<file path="config.mk">
export PLATFORM = sky130hd
export DESIGN_NAME = sha1_hash_engine
export DESIGN_NICKNAME = d
export VERILOG_FILES = /design/src/hdl/sha1he_pkg.sv /design/src/hdl/sha1_hash_engine.sv /design/src/hdl/sha1he_dp.sv /design/src/hdl/sha1he_ctrl.sv
export VERILOG_INCLUDE_DIRS = /design/src /design/src/hdl
export SDC_FILE = /design/constraint.sdc
export NUM_CORES = 2
export LEC_CHECK = 0
export BUFFER_PORTS_ARGS = -buffer_cell sky130_fd_sc_hd__buf_2
export CAP_MARGIN = 10
export CORE_ASPECT_RATIO = 1.2
export CORE_MARGIN = 2
export CORE_UTILIZATION = 33
export DETAILED_ROUTE_END_ITERATION = 12
export GPL_ROUTABILITY_DRIVEN = 1
export GPL_TIMING_DRIVEN = 0
export HOLD_SLACK_MARGIN = 0.1
export MAX_ROUTING_LAYER = met4
export PLACE_DENSITY = 0.47
export RECOVER_POWER = 100
export SLEW_MARGIN = 30
export SYNTH_ARGS = -nofsm -noshare
export SYNTH_HDL_FRONTEND = slang
export SYNTH_SLANG_ARGS = --single-unit
</file>
<file path="constraint.sdc">
create_clock -name i_clk -period 94.6 [get_ports i_clk]
set_input_delay 14.19 -clock i_clk [delete_from_list [all_inputs] [get_ports i_clk]]
set_output_delay 14.19 -clock i_clk [all_outputs]
set_load 0.02 [all_outputs]
</file>
<file path="src/hdl/assert_macros.svh">
// ----------------------------------------------------------------------------
// assertion helper macros, clocked on i_clk, off while i_rst_n is low
// ----------------------------------------------------------------------------
`ifndef ASSERT_MACROS_SVH
`define ASSERT_MACROS_SVH

// property must hold at every clock edge out of reset
`define ASSERT_CLK(label, prop, msg) \
    label: assert property (@(posedge i_clk) disable iff (!i_rst_n) (prop)) \
        else $error(msg);

// expression must never be true out of reset
`define ASSERT_NEVER(label, expr, msg) \
    label: assert property (@(posedge i_clk) disable iff (!i_rst_n) !(expr)) \
        else $error(msg);

`endif

</file>
<file path="src/hdl/sha1he_pkg.sv">
// ----------------------------------------------------------------------------
// sha1he_pkg
// types, constants and the controller-to-datapath command bundle
// ----------------------------------------------------------------------------
package sha1he_pkg;

    typedef logic [31:0] t_word;

    // source of the byte shifted into the block register
    typedef logic [1:0] t_bsel;
    localparam t_bsel BSEL_DATA = 2'd0;
    localparam t_bsel BSEL_MARK = 2'd1;
    localparam t_bsel BSEL_ZERO = 2'd2;
    localparam t_bsel BSEL_LEN  = 2'd3;

    // round group, selects the boolean function and the round constant
    typedef logic [1:0] t_stage;
    localparam t_stage STG_CH   = 2'd0;
    localparam t_stage STG_PAR1 = 2'd1;
    localparam t_stage STG_MAJ  = 2'd2;
    localparam t_stage STG_PAR2 = 2'd3;

    localparam int unsigned NUM_WORDS = 5;
    localparam int unsigned NUM_ROUNDS = 80;

    localparam t_word SHA1_IV [NUM_WORDS] = '{
        32'h67452301, 32'hEFCDAB89, 32'h98BADCFE, 32'h10325476, 32'hC3D2E1F0
    };

    localparam t_word ROUND_K [4] = '{
        32'h5A827999, 32'h6ED9EBA1, 32'h8F1BBCDC, 32'hCA62C1D6
    };

    localparam logic [7:0] PAD_MARKER = 8'h80;

    typedef struct packed {
        logic       shift_en;   // shift one byte into the block register
        t_bsel      byte_sel;
        logic [2:0] len_idx;    // length byte, 0 is the most significant
        logic       len_inc;
        logic       len_clr;
        logic       work_load;  // working words <- chaining words
        logic       round_en;
        t_stage     stage;
        logic       chain_add;
        logic       chain_init;
        logic [2:0] out_idx;
    } t_cmd;

endpackage

</file>
<file path="src/hdl/sha1_hash_engine.sv">
// ----------------------------------------------------------------------------
// sha1_hash_engine
// streaming sha-1: message bytes in, five digest words out
// ----------------------------------------------------------------------------
// input channel: one transfer per message byte. tdata carries the byte,
// tuser[0] says whether the byte belongs to the message, tlast ends the
// message (with or without a byte, so an empty message is tlast alone).
// output channel: five transfers per message, word 0 first; tdata[31:0] is
// the digest word, tdata[34:32] its index, tlast marks word 4.
// bytes are taken one per cycle while idle; the 64th byte of a block starts
// 80 rounds and then the chaining add, with the input held off meanwhile.
// at the end of a message, padding is shifted in one byte per cycle up to
// the block end and that block is compressed, with a second padded block
// when the length spills into it; word 0 is offered on the cycle after
// the last chaining add.
// the digest is then held on the output until the receiver takes all five
// words; no input is taken while it waits, and a stall simply holds the
// current word. after word 4 is taken the chaining state returns to the
// initial values and the next message may start.
// reset (i_rst_n low, synchronous) empties the block and clears the length.
// ----------------------------------------------------------------------------
module sha1_hash_engine (
    input  logic        i_clk,
    input  logic        i_rst_n,
    input  logic        i_s_axis_tvalid,
    output logic        o_s_axis_tready,
    input  logic [7:0]  i_s_axis_tdata,   // [7:0] data_byte
    input  logic [0:0]  i_s_axis_tuser,   // [0] byte_valid
    input  logic        i_s_axis_tlast,
    output logic        o_m_axis_tvalid,
    input  logic        i_m_axis_tready,
    output logic [39:0] o_m_axis_tdata,   // [31:0] digest_word, [34:32] word_index
    output logic        o_m_axis_tlast
);

    sha1he_pkg::t_cmd  cmd;
    sha1he_pkg::t_word digest_word;

    sha1he_ctrl u_ctrl (
        .i_clk           (i_clk),
        .i_rst_n         (i_rst_n),
        .i_in_tvalid     (i_s_axis_tvalid),
        .i_in_byte_valid (i_s_axis_tuser[0]),
        .i_in_last       (i_s_axis_tlast),
        .o_in_tready     (o_s_axis_tready),
        .o_out_tvalid    (o_m_axis_tvalid),
        .o_out_tlast     (o_m_axis_tlast),
        .i_out_tready    (i_m_axis_tready),
        .o_cmd           (cmd)
    );

    sha1he_dp u_dp (
        .i_clk         (i_clk),
        .i_rst_n       (i_rst_n),
        .i_cmd         (cmd),
        .i_data_byte   (i_s_axis_tdata),
        .o_digest_word (digest_word)
    );

    assign o_m_axis_tdata = {5'd0, cmd.out_idx, digest_word};

endmodule

</file>
<file path="src/hdl/sha1he_dp.sv">
// ----------------------------------------------------------------------------
// sha1he_dp
// block shift register / message schedule, round logic, chaining words and
// the bit length counter
// ----------------------------------------------------------------------------
`include "assert_macros.svh"

module sha1he_dp (
    input  logic              i_clk,
    input  logic              i_rst_n,
    input  sha1he_pkg::t_cmd  i_cmd,
    input  logic [7:0]        i_data_byte,
    output sha1he_pkg::t_word o_digest_word
);

    // block register, slot k (k = 0 at the top) holds schedule word t + k
    logic [511:0]      r_blk;
    sha1he_pkg::t_word r_a, r_b, r_c, r_d, r_e;
    sha1he_pkg::t_word r_h [sha1he_pkg::NUM_WORDS];
    logic [63:0]       r_len;

    logic [7:0]        n_byte;
    sha1he_pkg::t_word s0, s2, s8, s13, w_mix, w_new;
    sha1he_pkg::t_word f_val, k_val, n_tmp;

    assign s0  = r_blk[511:480];
    assign s2  = r_blk[447:416];
    assign s8  = r_blk[255:224];
    assign s13 = r_blk[95:64];
    assign w_mix = s13 ^ s8 ^ s2 ^ s0;
    assign w_new = {w_mix[30:0], w_mix[31]};

    always_comb begin
        case (i_cmd.byte_sel)
            sha1he_pkg::BSEL_DATA: n_byte = i_data_byte;
            sha1he_pkg::BSEL_MARK: n_byte = sha1he_pkg::PAD_MARKER;
            sha1he_pkg::BSEL_ZERO: n_byte = 8'h00;
            sha1he_pkg::BSEL_LEN:  n_byte = r_len[{~i_cmd.len_idx, 3'b000} +: 8];
            default:               n_byte = 8'h00;
        endcase
    end

    always_comb begin
        case (i_cmd.stage)
            sha1he_pkg::STG_CH:   f_val = (r_b & r_c) | (~r_b & r_d);
            sha1he_pkg::STG_PAR1: f_val = r_b ^ r_c ^ r_d;
            sha1he_pkg::STG_MAJ:  f_val = (r_b & r_c) | (r_b & r_d) | (r_c & r_d);
            sha1he_pkg::STG_PAR2: f_val = r_b ^ r_c ^ r_d;
            default:              f_val = r_b ^ r_c ^ r_d;
        endcase
        k_val = sha1he_pkg::ROUND_K[i_cmd.stage];
        n_tmp = {r_a[26:0], r_a[31:27]} + f_val + r_e + k_val + s0;
    end

    always_ff @(posedge i_clk) begin
        if (i_cmd.shift_en) begin
            r_blk <= {r_blk[503:0], n_byte};
        end else if (i_cmd.round_en) begin
            r_blk <= {r_blk[479:0], w_new};
        end

        if (i_cmd.work_load) begin
            r_a <= r_h[0];
            r_b <= r_h[1];
            r_c <= r_h[2];
            r_d <= r_h[3];
            r_e <= r_h[4];
        end else if (i_cmd.round_en) begin
            r_a <= n_tmp;
            r_b <= r_a;
            r_c <= {r_b[1:0], r_b[31:2]};
            r_d <= r_c;
            r_e <= r_d;
        end
    end

    always_ff @(posedge i_clk) begin
        if (!i_rst_n) begin
            r_h   <= sha1he_pkg::SHA1_IV;
            r_len <= 64'd0;
        end else begin
            if (i_cmd.chain_init) begin
                r_h <= sha1he_pkg::SHA1_IV;
            end else if (i_cmd.chain_add) begin
                r_h[0] <= r_h[0] + r_a;
                r_h[1] <= r_h[1] + r_b;
                r_h[2] <= r_h[2] + r_c;
                r_h[3] <= r_h[3] + r_d;
                r_h[4] <= r_h[4] + r_e;
            end
            if (i_cmd.len_clr) begin
                r_len <= 64'd0;
            end else if (i_cmd.len_inc) begin
                r_len <= r_len + 64'd8;
            end
        end
    end

    always_comb begin
        case (i_cmd.out_idx)
            3'd0:    o_digest_word = r_h[0];
            3'd1:    o_digest_word = r_h[1];
            3'd2:    o_digest_word = r_h[2];
            3'd3:    o_digest_word = r_h[3];
            3'd4:    o_digest_word = r_h[4];
            default: o_digest_word = r_h[0];
        endcase
    end

    `ASSERT_NEVER(a_chain_cmd_excl, i_cmd.chain_add && i_cmd.chain_init,
        "chaining words updated and reloaded in the same cycle")
    `ASSERT_NEVER(a_blk_cmd_excl, i_cmd.shift_en && i_cmd.round_en,
        "byte shift during a compression round")

endmodule

</file>
<file path="src/hdl/sha1he_ctrl.sv">
// ----------------------------------------------------------------------------
// sha1he_ctrl
// sequencer: byte intake, padding, 80 rounds per block, digest readout
// ----------------------------------------------------------------------------
`include "assert_macros.svh"

module sha1he_ctrl (
    input  logic             i_clk,
    input  logic             i_rst_n,
    input  logic             i_in_tvalid,
    input  logic             i_in_byte_valid,
    input  logic             i_in_last,
    output logic             o_in_tready,
    output logic             o_out_tvalid,
    output logic             o_out_tlast,
    input  logic             i_out_tready,
    output sha1he_pkg::t_cmd o_cmd
);

    localparam logic [2:0] S_IDLE  = 3'd0;
    localparam logic [2:0] S_PAD   = 3'd1;
    localparam logic [2:0] S_ROUND = 3'd2;
    localparam logic [2:0] S_ADD   = 3'd3;
    localparam logic [2:0] S_OUT   = 3'd4;

    localparam logic [5:0] POS_LAST  = 6'd63;
    localparam logic [5:0] POS_LEN   = 6'd56;
    localparam logic [6:0] RND_LAST  = 7'(sha1he_pkg::NUM_ROUNDS - 1);
    localparam logic [2:0] OIDX_LAST = 3'(sha1he_pkg::NUM_WORDS - 1);

    logic [2:0] r_state, n_state;
    logic [5:0] r_pos, n_pos;
    logic [6:0] r_rnd, n_rnd;
    logic [2:0] r_oidx, n_oidx;
    logic       r_padding, n_padding;   // message ended, padding in progress
    logic       r_mark, n_mark;         // marker byte already placed
    logic       r_lenok, n_lenok;       // this block carries the length field
    logic       r_final, n_final;       // block under compression is the last

    always_comb begin
        n_state   = r_state;
        n_pos     = r_pos;
        n_rnd     = r_rnd;
        n_oidx    = r_oidx;
        n_padding = r_padding;
        n_mark    = r_mark;
        n_lenok   = r_lenok;
        n_final   = r_final;

        o_cmd          = '0;
        o_cmd.byte_sel = sha1he_pkg::BSEL_DATA;
        o_cmd.len_idx  = r_pos[2:0];
        o_cmd.out_idx  = r_oidx;
        if (r_rnd < 7'd20) begin
            o_cmd.stage = sha1he_pkg::STG_CH;
        end else if (r_rnd < 7'd40) begin
            o_cmd.stage = sha1he_pkg::STG_PAR1;
        end else if (r_rnd < 7'd60) begin
            o_cmd.stage = sha1he_pkg::STG_MAJ;
        end else begin
            o_cmd.stage = sha1he_pkg::STG_PAR2;
        end

        o_in_tready  = (r_state == S_IDLE);
        o_out_tvalid = (r_state == S_OUT);
        o_out_tlast  = (r_state == S_OUT) && (r_oidx == OIDX_LAST);

        case (r_state)
            S_IDLE: begin
                if (i_in_tvalid) begin
                    if (i_in_byte_valid) begin
                        o_cmd.shift_en = 1'b1;
                        o_cmd.len_inc  = 1'b1;
                        n_pos          = r_pos + 6'd1;
                    end
                    if (i_in_byte_valid && r_pos == POS_LAST) begin
                        // block full: compress now, pad afterwards if last
                        o_cmd.work_load = 1'b1;
                        n_rnd           = 7'd0;
                        n_state         = S_ROUND;
                        n_padding       = i_in_last;
                        n_mark          = 1'b0;
                        n_lenok         = 1'b0;
                        n_final         = 1'b0;
                    end else if (i_in_last) begin
                        n_state   = S_PAD;
                        n_padding = 1'b1;
                        n_mark    = 1'b0;
                        n_lenok   = 1'b0;
                    end
                end
            end
            S_PAD: begin
                o_cmd.shift_en = 1'b1;
                n_pos          = r_pos + 6'd1;
                if (!r_mark) begin
                    o_cmd.byte_sel = sha1he_pkg::BSEL_MARK;
                    n_mark         = 1'b1;
                    n_lenok        = (r_pos < POS_LEN);
                end else if (r_lenok && r_pos >= POS_LEN) begin
                    o_cmd.byte_sel = sha1he_pkg::BSEL_LEN;
                end else begin
                    o_cmd.byte_sel = sha1he_pkg::BSEL_ZERO;
                end
                if (r_pos == POS_LAST) begin
                    o_cmd.work_load = 1'b1;
                    n_rnd           = 7'd0;
                    n_final         = r_mark && r_lenok;
                    n_state         = S_ROUND;
                end
            end
            S_ROUND: begin
                o_cmd.round_en = 1'b1;
                n_rnd          = r_rnd + 7'd1;
                if (r_rnd == RND_LAST) begin
                    n_state = S_ADD;
                end
            end
            S_ADD: begin
                o_cmd.chain_add = 1'b1;
                if (r_final) begin
                    n_state = S_OUT;
                    n_oidx  = 3'd0;
                end else if (r_padding) begin
                    // marker or length field did not fit: padding continues in the next block
                    n_state = S_PAD;
                    n_lenok = 1'b1;
                end else begin
                    n_state = S_IDLE;
                end
            end
            S_OUT: begin
                if (i_out_tready) begin
                    n_oidx = r_oidx + 3'd1;
                    if (r_oidx == OIDX_LAST) begin
                        o_cmd.chain_init = 1'b1;
                        o_cmd.len_clr    = 1'b1;
                        n_padding        = 1'b0;
                        n_final          = 1'b0;
                        n_mark           = 1'b0;
                        n_lenok          = 1'b0;
                        n_oidx           = 3'd0;
                        n_state          = S_IDLE;
                    end
                end
            end
            default: begin
                n_state = S_IDLE;
            end
        endcase
    end

    always_ff @(posedge i_clk) begin
        if (!i_rst_n) begin
            r_state   <= S_IDLE;
            r_pos     <= 6'd0;
            r_rnd     <= 7'd0;
            r_oidx    <= 3'd0;
            r_padding <= 1'b0;
            r_mark    <= 1'b0;
            r_lenok   <= 1'b0;
            r_final   <= 1'b0;
        end else begin
            r_state   <= n_state;
            r_pos     <= n_pos;
            r_rnd     <= n_rnd;
            r_oidx    <= n_oidx;
            r_padding <= n_padding;
            r_mark    <= n_mark;
            r_lenok   <= n_lenok;
            r_final   <= n_final;
        end
    end

    `ASSERT_NEVER(a_in_out_excl, o_in_tready && o_out_tvalid,
        "input taken while digest words are pending")
    `ASSERT_CLK(a_round_exit, (r_state == S_ROUND && r_rnd == RND_LAST) |=> r_state == S_ADD,
        "compression did not end after the last round")
    `ASSERT_NEVER(a_round_range, r_state == S_ROUND && r_rnd > RND_LAST,
        "round counter beyond the last round")
    `ASSERT_CLK(a_final_has_len, (r_state == S_ADD && r_final) |-> (r_mark && r_lenok && r_pos == 6'd0),
        "digest released without the length block")

endmodule
</file>
==> reports/results.txt <==
Result of the run = finished, violations left
Violations in the final reports = capacitance limit, slew limit
Clock tree from TritonCTS = built
Total negative slack = 0 ns
Critical Path Most Common Cell = clkbuf_1
Slew HR = -71.7%
Top cells by area, synth = edfxtp_1, nand2_1, dfxtp_1
Dpl cell area = 56,800 um2
Area of the mapped netlist = 52,800 um2
Hold Path End = u_dp.r_h[19]
Count of different cell masters after synthesis = 90
Wire per inst = 24.6 um
Fin nets = 6,377
Maximum fanout along the worst path = 36
Final estimated routing congestion in global placement = 0.977
Post-Synthesis Cells = 5,801
Number of max-slew violations in the final report = 194
Sequential-to-total area share from yosys stat = 47.5%
Complex-gate fraction of the synthesized area = 11.3%
Commonest cells after routing, fill and taps aside = nand2_1, edfxtp_1, clkbuf_1, nor2_1, a21oi_1
Setup bufs post-CTS = 0
Worst Path Buf+Inv = 4
Pre-Repair DR Iteration Count = 6
Worst hold path startpoint = u_dp.r_h[19]
Cell type contributing the most total cell area after synthesis = edfxtp_1
Top achievable clock speed = 0.0488 GHz
Pwr dens = 17.6 nW/um2
Max Root-Sink Buffers = 3
Share of synthesized flip-flops with an asynchronous set or reset = 0%
Synth Area in Adders = 10.2%
Hold crit path type = flop to flop
Vias in the first global route = 42,700
Worst Hold Path Cells = 2
Cells traversed along the worst timing path = clkbuf_1 > nand3_1 > clkbuf_1 > nand2_1 > nand2_1 > nand2_1 > clkbuf_1 > clkbuf_1
Via density per instance = 5.19
First-pass GRT wire length = 292 mm
Share of cell area taken by muxes after synthesis = 0.889%
Die width = 369 um
Endpoints failing setup = 0
Remaining number of nets flagged by the antenna check after routing = 0
Largest net degree at the start of global routing = 45
Flip-flop and latch count after synthesis = 916
Initial core utilization = 33.3%
WS Path Type = input port to flop
Input/output buffers = 50
Crit path largest cell delay = 1.83 ns
Crit path max-delay cell type = clkbuf_1
Prevailing post-synth register cell = edfxtp_1
Sum of routed wire length over all layers = 202 mm
Critical register-to-register path endpoint = u_dp.r_a[29]
Final Hold Fails = 0
Number of antenna violations at the first check in global routing = 1
Synth-to-Final Area Change = 12.7%
Post-cts repair resize count = 0
Clock network latency to the later pin of the worst-skew pair = 0.78 ns
CTS clk-pin slew, worst paths = 0.06 ns
Std-Cell Core Area = 159,000 um2
Synthesized-area fraction occupied by xor and xnor cells = 4.99%
Num CTS Buffers = 107
Unrepaired setup endpoints after global routing = no
Final period util = 21.7%
WP data arrival = 20.80 ns
Row Count = 160
I/O pin cnt = 57
Number of clock sinks seen by CTS = 916
DP Wirelength = 160 mm
Critical path capture point type = flop
Simple-gate share of the synthesized area = 21.6%
Fraction of the core area covered by cells at the end of the flow = 37.5%
Via count of the routed design = 42,600
Top Family by Delay on Critical Path = buffers and inverters
Hold buffer count at cts = 0
Launch point of the worst reg-to-reg path = u_ctrl.r_rnd[6]
Final instance area = 59,500 um2
Count of flip-flops with a built-in enable after synthesis = 672
Floorplan die area = 163,000 um2
Maxcap violations = 8
Dominant combinational cell family by area after synthesis = simple AND/OR/NAND/NOR gates
Number of design rule violations left after detail routing = 0
Leakage power of the design = 24.2 nW
Synthesis warning total = 0
Clock root buffer master = clkbuf_16
Number of H-tree branching levels = 3
Worst slew pin tran = 2.57 ns
Die Y = 442 um
Syn Area/Cell = 9.10 um2
Most common library cell in the layout ignoring fill and taps = nand2_1
Global router's overall resource usage = 25.2%
Startpoint class of the critical path = input port
Time the final worst path needs with I/O delays and setup = 20.49 ns
Peak supply drop = 0.0000145 V
Top-area cell type share of the netlist area = 38.2%
Number of DRC violations after detailed-routing iteration 0 = 3,570
Reg-to-reg setup timing slack = 86.37 ns
R2R cell count = 24
Worst Skew = 0.0928 ns
Total grt overflow = 0
Fraction of layout instances using a drive strength above 1 = 4.26%
Data required time of the critical path = 94.92 ns
-- metal layers --
| layer | GRT usage, % | up-vias | share of wire, % |
|---|---|---|---|
| li1 | - | 20200 | - |
| met1 | 30.0 | 20900 | 41 |
| met2 | 43.3 | 1160 | 50 |
| met5 | - | - | 0 |
| met4 | 11.0 | 0 | 5.0 |
| met3 | 2.38 | 341 | 4.3 |
-- sequential cells by signal, summed over array words and instances (netlist names), 7 cells and up --
register / cells
u_dp.r_c: 32
u_ctrl.r_rnd: 7
u_dp.r_blk: 512
u_dp.r_a: 32
u_dp.r_b: 32
u_dp.r_e: 32
u_dp.r_len: 61
u_dp.r_h: 160
u_dp.r_d: 32
-- area by class of cell --
type | instances | area (um2)
Clock buffer | 141 | 2970
Clock inverter | 59 | 668
Fill cell | 16300 | 99200
Buffer | 267 | 1050
Sequential cell | 916 | 25100
Timing Repair Buffer | 93 | 428
Antenna cell | 1 | 2.50
Inverter | 231 | 867
Multi-Input combinational cell | 4391 | 25800
Tap cell | 2106 | 2640
-- power by group --
part | switching (mW) | internal, mW | total [mW]
sequential | 0.0240 | 0.473 | 0.497
combinational | 0.0782 | 0.0363 | 0.114
clock | 0.189 | 0.249 | 0.439
total | 0.291 | 0.758 | 1.05
-- synth_stat cells (37+ instances only) --
cell type  count
a21o_1        70
a21oi_1      258
a22oi_1       70
a31oi_1       52
clkbuf_1     230
dfxtp_1      244
edfxtp_1     672
fa_1         125
ha_1         231
inv_1        230
nand2_1     2092
nand3_1       74
nor2_1       277
nor2b_1       70
nor3_1        48
o211ai_1      51
o21a_1        37
o21ai_0      209
or3_1         40
xnor2_1      188
xor2_1       113
-- cells by family after synthesis --
group | Yosys count
AOI/OAI and AO/OA | 929
xor gates and xnor gates | 301
adders and majority gates | 356
buffers and inverters | 498
DFF | 916
muxes | 30
other | 1
and+or+nand+nor | 2770
-- tightest hold or removal path: stages (launching register included) --
cell     delay, ns
dfxtp_1       0.34
nand2_1       0.07
a21oi_1       0.05
-- stage by stage --
step	power (mW)	cells	hold slack, ns	setup slack (ns)
floorplan	0.600	5805	0.462	56.13
global placement	0.666	7961	0.478	37.82
detailed placement	0.628	8004	0.489	76.34
CTS	1.07	8204	0.499	75.51
global route	1.09	8205	0.523	73.74
finish	1.05	8205	0.503	74.11
-- worst max path at each step --
stage,startpoint,end,cells past startpoint
floorplan,u_ctrl.r_state[1],u_dp.r_blk[0],3
global placement,u_ctrl.r_state[1],u_dp.r_blk[330],3
detailed placement,u_ctrl.r_oidx[0],o_m_axis_tdata[23],10
CTS,u_ctrl.r_oidx[0],o_m_axis_tdata[23],10
global route,i_s_axis_tvalid,u_dp.r_c[28],8
finish,i_s_axis_tvalid,u_dp.r_d[29],8
Note: power is estimated with default switching activity, not from simulation.
